==> src/sv/etp_pkg.sv <==
`timescale 1ns / 1ps
// Shared types and codes for the exclusive-time profiler.
// No dependencies.
package etp_pkg;

   localparam int ID_W   = 4;
   localparam int TIME_W = 32;
   localparam int MODE_W = 2;
   localparam int STAT_W = 2;

   // request modes
   localparam logic [MODE_W-1:0] MODE_START = 2'd0;
   localparam logic [MODE_W-1:0] MODE_END   = 2'd1;
   localparam logic [MODE_W-1:0] MODE_READ  = 2'd2;

   // response status
   localparam logic [STAT_W-1:0] STAT_APPLIED = 2'd0;
   localparam logic [STAT_W-1:0] STAT_IGNORED = 2'd1;
   localparam logic [STAT_W-1:0] STAT_REFUSED = 2'd2;
   localparam logic [STAT_W-1:0] STAT_READ    = 2'd3;

   localparam logic [TIME_W-1:0] TIME_MAX = '1;

   // one call-stack entry
   typedef struct packed {
      logic [ID_W-1:0]   id;
      logic [TIME_W-1:0] start;
   } etp_entry_type;

   // shift control broadcast to every stack cell
   typedef struct packed {
      logic push;
      logic pop;
   } etp_shift_type;

endpackage

==> src/sv/etp_stack_cell.sv <==
`timescale 1ns / 1ps
// One level of the shifting call stack.
// Depends on etp_pkg.
module etp_stack_cell (
   input  logic                   clock,
   input  etp_pkg::etp_shift_type shift,
   input  etp_pkg::etp_entry_type from_above,
   input  etp_pkg::etp_entry_type from_below,
   output etp_pkg::etp_entry_type entry
);
   import etp_pkg::*;

   etp_entry_type entry_ff;
   etp_entry_type entry_in;

   always_comb begin
      priority if (shift.push) begin
         entry_in = from_above;
      end else if (shift.pop) begin
         entry_in = from_below;
      end else begin
         entry_in = entry_ff;
      end
   end

   always_ff @(posedge clock) begin
      entry_ff <= entry_in;
   end

   assign entry = entry_ff;

endmodule

==> src/sv/etp_accum_bank.sv <==
`timescale 1ns / 1ps
// Per-function accumulator memory with per-entry valid bits (reads zero until written).
// Depends on etp_pkg.
module etp_accum_bank #(
   parameter int NUM_FUNCS = 16,
   parameter int ADDR_W    = 4
) (
   input  logic                       clock,
   input  logic                       reset,
   input  logic [ADDR_W-1:0]          rd_addr,
   output logic [etp_pkg::TIME_W-1:0] rd_data,
   input  logic                       wr_en,
   input  logic [ADDR_W-1:0]          wr_addr,
   input  logic [etp_pkg::TIME_W-1:0] wr_data
);
   import etp_pkg::*;

   logic [TIME_W-1:0]    mem [NUM_FUNCS];
   logic [NUM_FUNCS-1:0] vld_ff;
   logic [TIME_W-1:0]    rd_data_ff;
   logic                 rd_vld_ff;

   always_ff @(posedge clock) begin
      if (wr_en) begin
         mem[wr_addr] <= wr_data;
      end
      rd_data_ff <= mem[rd_addr];
   end

   always_ff @(posedge clock) begin
      if (reset) begin
         vld_ff    <= '0;
         rd_vld_ff <= 1'b0;
      end else begin
         if (wr_en) begin
            vld_ff[wr_addr] <= 1'b1;
         end
         rd_vld_ff <= vld_ff[rd_addr];
      end
   end

   assign rd_data = rd_vld_ff ? rd_data_ff : '0;

endmodule

==> src/sv/exclusive_time_profiler_core.sv <==
`timescale 1ns / 1ps
// Exclusive-time profiler core: call stack as a chain of shifting cells, accumulators in RAM.
// A request runs through RDA, UPD and RDB to RSP, which loads the response register
// once it is free; req_stall is high until then, set by the single read port of the RAM
//   (read-modify-write of the credited id, then a re-read of the request's id).
// Reset (synchronous): stack empty, all accumulators read as zero, no response pending.
module exclusive_time_profiler_core #(
   parameter int NUM_FUNCS   = 16,
   parameter int STACK_DEPTH = 16
) (
   input  logic                       clock,
   input  logic                       reset,
   input  logic                       req_valid,
   output logic                       req_stall,
   input  logic [etp_pkg::MODE_W-1:0] req_mode,
   input  logic [etp_pkg::ID_W-1:0]   req_func_id,
   input  logic [etp_pkg::TIME_W-1:0] req_timestamp,
   output logic                       rsp_valid,
   input  logic                       rsp_stall,
   output logic [etp_pkg::STAT_W-1:0] rsp_status,
   output logic [etp_pkg::ID_W-1:0]   rsp_reply_id,
   output logic [etp_pkg::TIME_W-1:0] rsp_total_time
);
   import etp_pkg::*;

   localparam int FA_W = (NUM_FUNCS > 1) ? $clog2(NUM_FUNCS) : 1;
   localparam int LV_W = $clog2(STACK_DEPTH + 1);

   // sequencer states
   localparam logic [2:0] S_IDLE = 3'd0;  // wait for a request
   localparam logic [2:0] S_RDA  = 3'd1;  // read accumulator to be credited
   localparam logic [2:0] S_UPD  = 3'd2;  // saturating add, write back
   localparam logic [2:0] S_RDB  = 3'd3;  // read accumulator of the request's id
   localparam logic [2:0] S_RSP  = 3'd4;  // load response register

   logic [2:0]        state_ff, state_in;
   logic [LV_W-1:0]   level_ff, level_in;
   logic              rsp_valid_ff, rsp_valid_in;

   // per-request context, captured at accept
   logic [STAT_W-1:0] status_ff;
   logic [ID_W-1:0]   id_ff;
   logic              in_range_ff;
   logic [FA_W-1:0]   fn_addr_ff;
   logic              cr_do_ff;
   logic [FA_W-1:0]   cr_addr_ff;
   logic [TIME_W:0]   cr_amt_ff;

   logic [STAT_W-1:0] rsp_status_ff;
   logic [ID_W-1:0]   rsp_reply_id_ff;
   logic [TIME_W-1:0] rsp_total_time_ff;

   logic              accept;
   logic              stack_full;
   logic              stack_empty;
   etp_shift_type     shift;
   etp_entry_type     top;
   etp_entry_type     new_entry;
   etp_entry_type     cell_q [STACK_DEPTH];
   etp_entry_type     restart_entry;
   logic [TIME_W-1:0] restart_ts;
   logic [TIME_W-1:0] elapsed;
   logic              req_in_range;
   logic              top_in_range;
   logic [FA_W-1:0]   req_addr;
   logic [FA_W-1:0]   top_addr;
   logic [ID_W+FA_W-1:0] req_ext;
   logic [ID_W+FA_W-1:0] top_ext;
   logic [STAT_W-1:0] status_new;
   logic              cr_do_new;
   logic [FA_W-1:0]   cr_addr_new;
   logic [TIME_W:0]   cr_amt_new;

   logic [FA_W-1:0]   bank_rd_addr;
   logic [TIME_W-1:0] bank_rd_data;
   logic              bank_wr_en;
   logic [TIME_W+1:0] sum;
   logic [TIME_W-1:0] sum_sat;

   //------------------------------------------------------------------
   // Request decode
   //------------------------------------------------------------------
   assign req_stall   = (state_ff != S_IDLE);
   assign accept      = req_valid && !req_stall;
   assign stack_full  = (level_ff == LV_W'(STACK_DEPTH));
   assign stack_empty = (level_ff == '0);
   assign top         = cell_q[0];

   // ids map onto RAM addresses; ids at or beyond NUM_FUNCS never write the RAM and report zero
   assign req_ext      = {{FA_W{1'b0}}, req_func_id};
   assign top_ext      = {{FA_W{1'b0}}, top.id};
   assign req_addr     = req_ext[FA_W-1:0];
   assign top_addr     = top_ext[FA_W-1:0];
   assign req_in_range = (32'(req_func_id) < 32'(NUM_FUNCS));
   assign top_in_range = (32'(top.id) < 32'(NUM_FUNCS));

   // time run by the current top; a timestamp behind its start counts as zero
   assign elapsed = (req_timestamp >= top.start) ? (req_timestamp - top.start) : '0;

   always_comb begin
      status_new  = STAT_READ;
      cr_do_new   = 1'b0;
      cr_addr_new = top_addr;
      cr_amt_new  = {1'b0, elapsed};
      shift       = '0;
      unique case (req_mode)
         MODE_START: begin
            if (stack_full) begin
               status_new = STAT_REFUSED;
            end else begin
               status_new = STAT_APPLIED;
               cr_do_new  = !stack_empty && top_in_range;  // charge the caller
               shift.push = accept;
            end
         end
         MODE_END: begin
            cr_addr_new = req_addr;
            cr_amt_new  = {1'b0, elapsed} + (TIME_W+1)'(1);
            if (stack_empty) begin
               status_new = STAT_IGNORED;
            end else begin
               status_new = STAT_APPLIED;
               cr_do_new  = req_in_range;  // the end's own id, whatever is on top
               shift.pop  = accept;
            end
         end
         default: begin
            status_new = STAT_READ;  // read, and the unused fourth code
         end
      endcase
   end

   //------------------------------------------------------------------
   // Call stack: cell 0 is the top. Push moves every entry one cell down,
   // pop moves them up; the caller that becomes top restarts at time + 1, saturating at TIME_MAX.
   //------------------------------------------------------------------
   assign new_entry.id    = req_func_id;
   assign new_entry.start = req_timestamp;
   assign restart_ts      = (req_timestamp == TIME_MAX) ? TIME_MAX
                                                        : req_timestamp + TIME_W'(1);

   generate
      if (STACK_DEPTH > 1) begin : g_restart_deep
         assign restart_entry.id = cell_q[1].id;
      end else begin : g_restart_one
         assign restart_entry.id = '0;
      end
   endgenerate
   assign restart_entry.start = restart_ts;

   genvar gi;
   generate
      for (gi = 0; gi < STACK_DEPTH; gi++) begin : g_cell
         etp_entry_type above;
         etp_entry_type below;
         if (gi == 0) begin : g_top
            assign above = new_entry;
            assign below = restart_entry;
         end else if (gi == STACK_DEPTH - 1) begin : g_bottom
            assign above = cell_q[gi-1];
            assign below = '0;
         end else begin : g_mid
            assign above = cell_q[gi-1];
            assign below = cell_q[gi+1];
         end
         etp_stack_cell u_cell (
            .clock      (clock),
            .shift      (shift),
            .from_above (above),
            .from_below (below),
            .entry      (cell_q[gi])
         );
      end
   endgenerate

   //------------------------------------------------------------------
   // Accumulator RAM
   //------------------------------------------------------------------
   assign bank_rd_addr = (state_ff == S_RDA) ? cr_addr_ff : fn_addr_ff;
   assign bank_wr_en   = (state_ff == S_UPD) && cr_do_ff;
   assign sum          = {2'b00, bank_rd_data} + {1'b0, cr_amt_ff};
   assign sum_sat      = (sum[TIME_W+1:TIME_W] != 2'b00) ? TIME_MAX : sum[TIME_W-1:0];

   etp_accum_bank #(
      .NUM_FUNCS (NUM_FUNCS),
      .ADDR_W    (FA_W)
   ) u_bank (
      .clock   (clock),
      .reset   (reset),
      .rd_addr (bank_rd_addr),
      .rd_data (bank_rd_data),
      .wr_en   (bank_wr_en),
      .wr_addr (cr_addr_ff),
      .wr_data (sum_sat)
   );

   //------------------------------------------------------------------
   // Sequencer and response register
   //------------------------------------------------------------------
   always_comb begin
      state_in     = state_ff;
      level_in     = level_ff;
      rsp_valid_in = rsp_valid_ff && rsp_stall;
      if (shift.push) begin
         level_in = level_ff + LV_W'(1);
      end else if (shift.pop) begin
         level_in = level_ff - LV_W'(1);
      end
      unique case (state_ff)
         S_IDLE: begin
            if (accept) begin
               state_in = S_RDA;
            end
         end
         S_RDA: state_in = S_UPD;
         S_UPD: state_in = S_RDB;
         S_RDB: state_in = S_RSP;
         S_RSP: begin
            if (!rsp_valid_ff || !rsp_stall) begin
               rsp_valid_in = 1'b1;
               state_in     = S_IDLE;
            end
         end
         default: state_in = S_IDLE;
      endcase
   end

   always_ff @(posedge clock) begin
      if (reset) begin
         state_ff     <= S_IDLE;
         level_ff     <= '0;
         rsp_valid_ff <= 1'b0;
      end else begin
         state_ff     <= state_in;
         level_ff     <= level_in;
         rsp_valid_ff <= rsp_valid_in;
      end
   end

   always_ff @(posedge clock) begin
      if (accept) begin
         status_ff   <= status_new;
         id_ff       <= req_func_id;
         in_range_ff <= req_in_range;
         fn_addr_ff  <= req_addr;
         cr_do_ff    <= cr_do_new;
         cr_addr_ff  <= cr_addr_new;
         cr_amt_ff   <= cr_amt_new;
      end
      if ((state_ff == S_RSP) && (!rsp_valid_ff || !rsp_stall)) begin
         rsp_status_ff     <= status_ff;
         rsp_reply_id_ff   <= id_ff;
         rsp_total_time_ff <= in_range_ff ? bank_rd_data : '0;
      end
   end

   assign rsp_valid      = rsp_valid_ff;
   assign rsp_status     = rsp_status_ff;
   assign rsp_reply_id   = rsp_reply_id_ff;
   assign rsp_total_time = rsp_total_time_ff;

   //------------------------------------------------------------------
   // Assertions
   //------------------------------------------------------------------
   a_level_bound : assert property (@(posedge clock) disable iff (reset)
      level_ff <= LV_W'(STACK_DEPTH))
      else $error("stack level beyond depth");

   a_busy_after_accept : assert property (@(posedge clock) disable iff (reset)
      accept |=> req_stall)
      else $error("request taken while previous one in flight");

   a_read_keeps_stack : assert property (@(posedge clock) disable iff (reset)
      (accept && (req_mode != MODE_START) && (req_mode != MODE_END)) |=> $stable(level_ff))
      else $error("read request changed the stack");

   a_refused_stays_full : assert property (@(posedge clock) disable iff (reset)
      (accept && (req_mode == MODE_START) && stack_full) |=> stack_full)
      else $error("refused start changed the stack");

   a_wb_only_in_update : assert property (@(posedge clock) disable iff (reset)
      bank_wr_en |-> ($past(state_ff) == S_RDA))
      else $error("accumulator write without preceding read");

endmodule
==> config.mk <==
export PLATFORM = sky130hd
export DESIGN_NAME = exclusive_time_profiler_core
export DESIGN_NICKNAME = d
export VERILOG_FILES = /design/src/sv/etp_pkg.sv /design/src/sv/etp_stack_cell.sv /design/src/sv/etp_accum_bank.sv /design/src/sv/exclusive_time_profiler_core.sv
export SDC_FILE = /design/constraint.sdc
export NUM_CORES = 1
export LEC_CHECK = 0
export BUFFER_PORTS_ARGS = -buffer_cell sky130_fd_sc_hd__buf_2
export CAP_MARGIN = 25
export CORE_ASPECT_RATIO = 2
export CORE_UTILIZATION = 35
export DETAILED_ROUTE_END_ITERATION = 8
export HOLD_SLACK_MARGIN = 0.08
export PLACE_DENSITY = 0.52
export SLEW_MARGIN = 25
export SYNTH_ARGS = -nofsm -noshare
export SYNTH_HDL_FRONTEND = slang
export SYNTH_HIERARCHICAL = 1
export SYNTH_SLANG_ARGS = --single-unit
export TNS_END_PERCENT = 30
==> constraint.sdc <==
create_clock -name clock -period 6.9 [get_ports clock]
set_input_delay 1.035 -clock clock [delete_from_list [all_inputs] [get_ports clock]]
set_output_delay 1.035 -clock clock [all_outputs]
set_load 0.005 [all_outputs]
Word level (Yosys, flattened, before mapping):

Memory sizes are Yosys's and may differ from the RTL's. A register that Yosys moved wholly into a read port is not among the register bits.
Cells that the tools add are included.

* register bits: 684
* output and inout bits: 40
* input port bits: 42
* memory bits (writable): 512
* memories: 1

Memory list
* u_bank.mem: depth 16, bits a word 32, rd ports 1, clocked after Yosys merged registers in 1, wr ports 1, line etp_accum_bank.sv:18 `logic [TIME_W-1:0] mem [NUM_FUNCS];`

* bitwise logic cells: 1
* order comparisons: 4
* reduce and logical (&&, ||, !) cells: 17
* multiplexer cells: 62
* equality and inequality tests: 9
* add/subtract/negate cells: 6

Operator list (count)
* two-way mux 36 bit: 32
* two-way mux 32 bit: 5
* adder 32 x 33 -> 34 bit: 1
* adder 32 x 1 -> 33 bit (second input constant): 1
* adder 32 x 1 -> 32 bit (second input constant): 1
* equality test 32 bit (second input constant): 1
* >= comparator 32 bit: 1
* subtractor 32 bit: 1
* OR 16 bit: 1
* one-hot mux 3 bit (5 select lines): 1
* two-way mux 1 bit: 13
* less-than comparator 4 x 5 -> 1 bit (second input constant): 2
* two-way mux 5 bit: 2
* two-way mux 4 bit: 2
* equality test 3 x 2 -> 1 bit (second input constant): 2
* two-way mux 3 bit: 2
* adder 5 x 1 -> 5 bit (second input constant): 1
* equality test 5 bit (second input constant): 1
* logical AND 1 bit: 5
* zero test 5 bit: 1
* subtractor 5 x 1 -> 5 bit (second input constant): 1
* binary-select mux 1 bit (select 4 bit): 1
* demux 1 bit (select 4 bit): 1
* >= comparator 4 x 1 -> 1 bit (second input constant): 1
* other kinds (14): 19

Longest topological paths before layout:

Gate-level depths: netlist of run 1.

* word-level depth: 7
* gate-level depth with buffers: 22
* depth with buffers taken out: 19

By module:

The synthesis of run 1 kept the hierarchy.

By module, submodules not included
* etp_stack_cell: area an instance 1672.9 µm², instances 16, cells each 77
* etp_accum_bank: area an instance 20703.6 µm², instances 1, cells each 908
* exclusive_time_profiler_core: area an instance 8614.5 µm², instances 1, cells each 1017

Worst setup path before layout of run 1:

No wires, ideal clock.

* path type: input-to-reg
* start: input req_valid
* end: register g_cell[0].u_cell.entry_ff, in the netlist g_cell[0].u_cell/entry[0], enable pin
* cell stages on the path: 7
* library setup time: 0.395 ns
* path buffers: 2
* path slack: 0.978 ns
* data required time: 6.505 ns
* arrival: 5.527 ns
* cell sequence: inv_1 -> nor2_1 -> nand3_1 -> inv_1 -> buf_6 -> buf_12 -> or2_1

RTL lines
* from (decl): line exclusive_time_profiler_core.sv:13 `input logic req_valid,`
* to (signal assigned): line etp_stack_cell.sv:27 `entry_ff <= entry_in;`
* to (decl): line etp_stack_cell.sv:13 `etp_entry_type entry_ff;`

Final worst setup path of run 1:

* start: input req_timestamp[0] (netlist bit)
* end: register cr_amt_ff[28] (data pin)

* cells in the longest elaborated chain, start to end: 4
* elaborated cells between the ends (all ways): 5
* those cells by class: add/sub (2); order compare (1); mux (2)

RTL lines
* from (decl): line exclusive_time_profiler_core.sv:17 `input logic [etp_pkg::TIME_W-1:0] req_timestamp,`
* subtractor 32 bit / >= comparator 32 bit (equally long branches): line exclusive_time_profiler_core.sv:98 `assign elapsed = (req_timestamp >= top.start) ? (req_timestamp - top.start) : '0;`
* two-way mux 32 bit (*): line exclusive_time_profiler_core.sv:98
* adder 32 x 1 -> 33 bit: line exclusive_time_profiler_core.sv:118 `cr_amt_new = {1'b0, elapsed} + (TIME_W+1)'(1);`
* two-way mux 32 bit (*): line exclusive_time_profiler_core.sv:106 `unique case (req_mode)`
* net cr_amt_new[28]: line exclusive_time_profiler_core.sv:72 `logic [TIME_W:0] cr_amt_new;`
* to (signal assigned): line exclusive_time_profiler_core.sv:248 `cr_amt_ff <= cr_amt_new;`
* to (decl): line exclusive_time_profiler_core.sv:47 `logic [TIME_W:0] cr_amt_ff;`

The timed path passes the listed nets; every way through them passes the cells marked *.
A chain may end at the register's enable or synchronous reset.

==> impl_metrics.csv, run 1 <==
group,metric,value,unit
detailed_routing,drt-total-wl,84300,um
die,die_h,443,um
final_layout,nets,2362,
pwr,vdd_ir_drop_max,0.188,mV
detailed_routing,vias,18861,
pwr,power.leakage,13.0,nW
sta,setup_viol,0,
placed_design,io_buffers,81,
worst_setup_path,crit_chain,"buf_2 > inv_1 > ha_1 > fa_1 > nand2b_1 > a21oi_2 > o21ai_1 > o21bai_1 > a21o_1 > a211oi_4 > nor2_1 > ha_1 > and3_1 > nand4_1 > nor4_2 > nand2_1 > nor4b_1 > and3_1 > nand3_1 > mux2_1",
global_route,grt_remaining_overflow,0,
clock_tree,root_buffer,"clkbuf_16",
sta,rsz0062_at_grt,"no",
worst_setup_path,r2r_end,"u_bank/mem[8][3]",
global_route,grt_first_pass_wirelength,126000,um
final_layout,drive_gt1_share,22.4,%
placed_design,dp_hpwl,53600,um
sta,whs,0.420,ns
worst_setup_path,path_max_fanout,6,
global_route,grtUsageTotal,17.3,%
worst_setup_path,cp_top_family,"simple AND/OR/NAND/NOR gates",
global_route,grt_pass1_vias,20224,
die,dieArea,98700,um2
sta,fin_tns_setup,0,ns
clock_tree,postCtsHoldBufs,0,
sta,finalHoldViolCount,0,
sta,fin_crit_sh,74.2,%
worst_setup_path,endpoint,"cr_amt_ff[28]",
sta,fmax,195,MHz
detailed_routing,drtIter0Drc,1193,
die,pin_count,82,
sta,relSlewSlack,32.3,%
clock_tree,cts_buffers,71,
worst_setup_path,worst_setup_path_end_kind,"register",
min_path,hold_path.class,"register to register",
synth,syn_inst,2167,
clock_tree,cts_tree,"done",
die,fp-row-count,161,
synth,ys_warn_count,6,
clock_tree,cts_setup_buffers,0,
pwr,power.density,298,nW/um2
final_layout,final_util,39.6,%
die,die_x,223,um
clock_tree,cts_max_level,3,
worst_setup_path,r2r-start,"u_bank/rd_vld_ff",
final_layout,fill_cells,8901,
worst_setup_path,crit_required,7.27,ns
detailed_routing,wl_per_cell,23.9,um
clock_tree,cts_buffer_depth,3,
sta,tightest_slew,1.00,ns
clock_tree,clock_latency,0.64,ns
worst_setup_path,reg2reg_depth,14,
sta,min_period,5.12,ns
sta,clock-skew-final,0.0217,ns
synth,synth_area,34100,um2
detailed_routing,viasPerCell,5.34,
placed_design,gp_congestion,0.856,
pwr,p_total,11.4,mW
die,start_util,35.4,%
clock_tree,clkTransAtPathRegs,0.06,ns
worst_setup_path,startpoint,"req_timestamp[0]",
worst_setup_path,startpoint_type,"input pin",
synth,syn_area_per_cell,15.7,um2
worst_setup_path,critPathMaxStageDelay,0.42,ns
job,maxCapViolations,0,
clock_tree,cts-resized-gates,0,
worst_setup_path,cp_num_cells,20,
worst_setup_path,reg2reg_setup_slack,1.88,ns
detailed_routing,drc,0,
worst_setup_path,slowest_stage,"nor4_2",
global_route,grt_max_degree,87,
detailed_routing,ant_nets,0,
sta,drv_slew,0,
run_status,outcome,"finished clean",
die,coreArea,96300,um2
worst_setup_path,crit_arrival,5.48,ns
detailed_routing,drt_first_pass_iters,5,
worst_setup_path,critPathKind,"input pin to register",
worst_setup_path,cp_num_buf_inv,2,
final_layout,area_delta_synth_final,11.9,%
global_route,antenna_found_initial,7,
clock_tree,clkSinkCount,748,
metrics by stage:
stage	setup WS [ns]	cells	area (um2)
after global routing	1.41	3526	38100
after CTS	1.81	3526	38100
final	1.78	3529	38100
after global placement	1.22	3397	35600
after floorplan	0.978	2170	34100
after detailed placement	1.11	3397	35600
cells in the final DEF, fill, tap and decap left out, drive strengths merged, types with 7 or more instances in the layout:
| cell type | instances |
|---|---|
| or2 | 18 |
| nor2 | 135 |
| xnor2 | 47 |
| clkinv | 20 |
| a22o | 32 |
| a21o | 26 |
| a21oi | 77 |
| nand4 | 20 |
| o21ai | 52 |
| mux2 | 107 |
| mux2i | 9 |
| o21bai | 7 |
| clkbuf | 88 |
| buf | 119 |
| and3 | 27 |
| nor3 | 33 |
| or3 | 8 |
| dfxtp | 58 |
| nor2b | 13 |
| and2 | 44 |
| xor2 | 47 |
| mux4 | 130 |
| a211oi | 12 |
| nand2 | 137 |
| ha | 69 |
| nor4 | 9 |
| nand2b | 20 |
| a31oi | 10 |
| nand3 | 35 |
| edfxtp | 690 |
| o21a | 8 |
| a221o | 35 |
| bufinv | 14 |
| inv | 57 |
report_power, final:
part	switching (mW)	internal (mW)	total, mW
logic	1.03	0.615	1.64
clock network	1.74	2.53	4.27
registers	0.0707	5.38	5.45
state kept, by name, indices dropped and copies added (netlist names), 5 cells and up:
| register | count |
|---|---|
| u_bank/mem | 512 |
| level_ff | 5 |
| g_cell.u_cell/entry | 96 |
| rsp_total_time | 32 |
| u_bank/rd_data_ff | 32 |
| cr_amt_ff | 33 |
| u_bank/vld_ff | 16 |
area by class of cell:
class,count,area [um2],area share (%)
timing repair buffer,119,716,1.88
multi-input combinational,1256,11300,29.6
sequential,748,21900,57.4
tap,1222,1530,4.01
clock buffer,88,1930,5.07
inverter,52,200,0.525
antenna,3,7.51,0.0197
clock inverter,41,596,1.56
worst register-to-register path, stage by stage, from the launching register on:
cell      delay, ns
dfxtp_1        0.60
buf_12         0.24
and2_1         0.27
ha_1           0.31
o21ai_0        0.12
nor2_1         0.10
o21ai_0        0.22
o21ai_0        0.25
a31oi_1        0.33
o21ai_0        0.26
a211oi_1       0.52
a221o_1        0.54
buf_4          0.38
o21ai_0        0.34
buf_4          0.27
how the worst min path moves through the flow:
stage | slack (ns) | to | startpoint | depth (start not counted)
after floorplan | 0.40 | rsp_status[0] | status_ff[0] | 0
after global placement | 0.41 | rsp_status[1] | status_ff[1] | 0
after detailed placement | 0.41 | rsp_status[1] | status_ff[1] | 0
after CTS | 0.42 | rsp_status[1] | status_ff[1] | 0
after global routing | 0.43 | rsp_status[0] | status_ff[0] | 0
final | 0.42 | rsp_status[1] | status_ff[1] | 0
layer usage:
| metal | vias up | share of wire, % | track usage, % |
|---|---|---|---|
| met5 | - | 0.027 | 0 |
| li1 | 8612 | - | - |
| met2 | 439 | 55 | 33.0 |
| met1 | 9640 | 37 | 18.5 |
| met3 | 166 | 4.2 | 2.81 |
| met4 | 4 | 3.9 | 7.41 |
Power figures use the tool's default switching activity.
==> run 2: changes to the inputs <==
--- a/config.mk
+++ b/config.mk
@@ -5,13 +5,14 @@
 export SDC_FILE = /design/constraint.sdc
 export NUM_CORES = 1
 export LEC_CHECK = 0
+export ABC_AREA = 1
 export BUFFER_PORTS_ARGS = -buffer_cell sky130_fd_sc_hd__buf_2
 export CAP_MARGIN = 25
 export CORE_ASPECT_RATIO = 2
 export CORE_UTILIZATION = 35
 export DETAILED_ROUTE_END_ITERATION = 8
 export HOLD_SLACK_MARGIN = 0.08
-export PLACE_DENSITY = 0.52
+export PLACE_DENSITY = 0.54
 export SLEW_MARGIN = 25
 export SYNTH_ARGS = -nofsm -noshare
 export SYNTH_HDL_FRONTEND = slang
==> constraint.sdc (replaced) <==
create_clock -name clock -period 4.15 [get_ports clock]
set_input_delay 0.6225 -clock clock [delete_from_list [all_inputs] [get_ports clock]]
set_output_delay 0.6225 -clock clock [all_outputs]
set_load 0.005 [all_outputs]
==> run 2 against run 1 <==
  * Setup slack got worse by 1.5 ns
  * First-iteration DRC count increased by 11%
  * Sequential power increased by 64%
  * Combinational power increased by 78%
  * Global-route usage increased by 2.0 points
  * Critical path depth decreased by 5
  * Flip-flop and latch count unchanged
  * Register-to-register slack got worse by 1.6 ns
  * Synthesized cell count increased by 69%
  * Highest routed layer unchanged
==> impl_metrics.csv, run 2 <==
group,metric,value,unit
run_status,outcome,"finished clean",
clock_tree,clkSinkCount,748,
synth,ys_warn_count,6,
die,dieArea,105000,um2
final_layout,nets,3879,
global_route,grt_first_pass_wirelength,152000,um
clock_tree,clkTransAtPathRegs,0.07,ns
clock_tree,root_buffer,"clkbuf_16",
pwr,power.density,460,nW/um2
sta,fin_crit_sh,93.6,%
clock_tree,cts_tree,"done",
pwr,vdd_ir_drop_max,0.441,mV
sta,final.setup.worst_slack,0.264,ns
pwr,p_int,13.6,mW
pwr,switching_share,27.4,%
sta,relSlewSlack,35.8,%
clock_tree,postCtsHoldBufs,0,
clock_tree,clock_latency,0.66,ns
min_path,hold_path.class,"input pin to register",
synth,synth_area,36200,um2
final_layout,final_cell_mix,"nand2_1 (827), edfxtp_1 (690), nor2_1 (429), inv_1 (388), o21ai_0 (254)",
clock_tree,cts_buffer_depth,3,
die,die_x,229,um
clock_tree,cts_buffers,68,
worst_setup_path,crit_required,4.43,ns
sta,clock-skew-final,0.0264,ns
final_layout,final_util,39.7,%
detailed_routing,viasPerCell,4.97,
clock_tree,cts-resized-gates,0,
synth,syn_area_per_cell,9.85,um2
placed_design,io_buffers,81,
sta,fin_tns_setup,0,ns
die,pin_count,82,
die,coreArea,102000,um2
detailed_routing,wl_per_cell,19.6,um
worst_setup_path,worst_setup_path_end_kind,"register",
final_layout,layout_commonest_cell,"nand2_1",
worst_setup_path,startpoint_type,"register",
sta,tightest_slew,0.963,ns
synth,syn_inst,3673,
pwr,switching_power,5.12,mW
detailed_routing,ant_nets,0,
detailed_routing,drt_first_pass_iters,5,
final_layout,fill_cells,10020,
die,fp-row-count,166,
worst_setup_path,cp_num_buf_inv,4,
worst_setup_path,critPathKind,"register to register",
placed_design,gp_congestion,0.915,
die,start_util,35.3,%
pwr,pwr-share-clk,36.5,%
clock_tree,cts_setup_buffers,0,
worst_setup_path,crit_arrival,4.17,ns
worst_setup_path,crit_chain,"buf_4 > nand2_1 > inv_1 > ha_1 > a21oi_1 > inv_1 > a21oi_1 > o21ai_0 > a31oi_1 > o21ai_0 > nand2_1 > a21oi_1 > nor2_2 > buf_12 > nand2_1",
global_route,antenna_found_initial,4,
clock_tree,cts_max_level,3,
worst_setup_path,path_max_fanout,32,
placed_design,place_worst_setup_slack,0.000404,ns
detailed_routing,vias,25666,
final_layout,area_delta_synth_final,12.3,%
global_route,grtUsageTotal,19.3,%
detailed_routing,drc,0,
global_route,grt_remaining_overflow,0,
final_layout,drive_gt1_share,10.7,%
placed_design,dp_hpwl,67700,um
sta,rsz0062_at_grt,"no",
final_layout,largest_reg_flops,512,
pwr,power.leakage,16.0,nW
worst_setup_path,cp_top_family,"compound AO/OA/AOI/OAI gates",
sta,fmax,257,MHz
sta,drv_slew,0,
detailed_routing,drtIter0Drc,1322,
global_route,grt_max_degree,168,
detailed_routing,drt-total-wl,101000,um
sta,whs,0.211,ns
sta,min_period,3.89,ns
job,maxCapViolations,0,
worst_setup_path,slowest_stage,"dfxtp_2",
die,die_h,457,um
sta,finalHoldViolCount,0,
sta,setup_viol,0,
pwr,combinationalPowerShare,15.6,%
global_route,grt_pass1_vias,26066,
worst_setup_path,critPathMaxStageDelay,0.52,ns
pwr,seqPwrFrac,47.9,%
final_layout,top_register,"u_bank/mem",
## run 2: power groups by stage
stage | sequential, mW | combinational [mW] | clock [mW]
floorplan | 9.06 | 2.00 | 0
finish | 8.96 | 2.92 | 6.82
CTS | 8.96 | 2.95 | 6.99
global placement | 9.13 | 2.91 | 0
detailed placement | 9.12 | 2.94 | 0
global route | 8.98 | 3.26 | 7.22
## run 2: final timing paths
kind / startpoint / end / slack [ns] / cells past startpoint
setup / recovery: u_bank/rd_vld_ff / u_bank/mem[8][7] / 0.26 / 15
hold / removal: req_func_id[2] / fn_addr_ff[2] / 0.21 / 1
setup reg to reg: u_bank/rd_vld_ff / u_bank/mem[8][7] / 0.26 / 15
hold reg to reg: u_bank/vld_ff[8] / u_bank/vld_ff[8] / 0.46 / 2
## run 2: layout make-up
class | instances | area (um2) | area share, %
diodes | 1 | 2.50 | 0.00616
clock inverters | 33 | 512 | 1.26
inverters | 419 | 1590 | 3.91
clock buffers | 93 | 1910 | 4.69
well taps | 1344 | 1680 | 4.14
flip-flops and latches | 748 | 21900 | 53.8
repair buffers | 181 | 1240 | 3.06
multi-input cells | 2347 | 11800 | 29.1
## run 2: metrics by stage
step	cells	total power, mW	instance area (um2)
2_1_floorplan	3676	11.1	36200
3_5_place_dp	5039	12.1	38200
6_report	5166	18.7	40600
3_3_place_gp	5039	12.0	38200
5_1_grt	5166	19.5	40600
4_1_cts	5165	18.9	40600
## run 2: metal layers
layer	part of all wire (%)	GRT usage (%)
met5	0.025	0
met4	5.2	10.1
met3	3.7	2.70
met2	55	37.5
met1	36	19.5
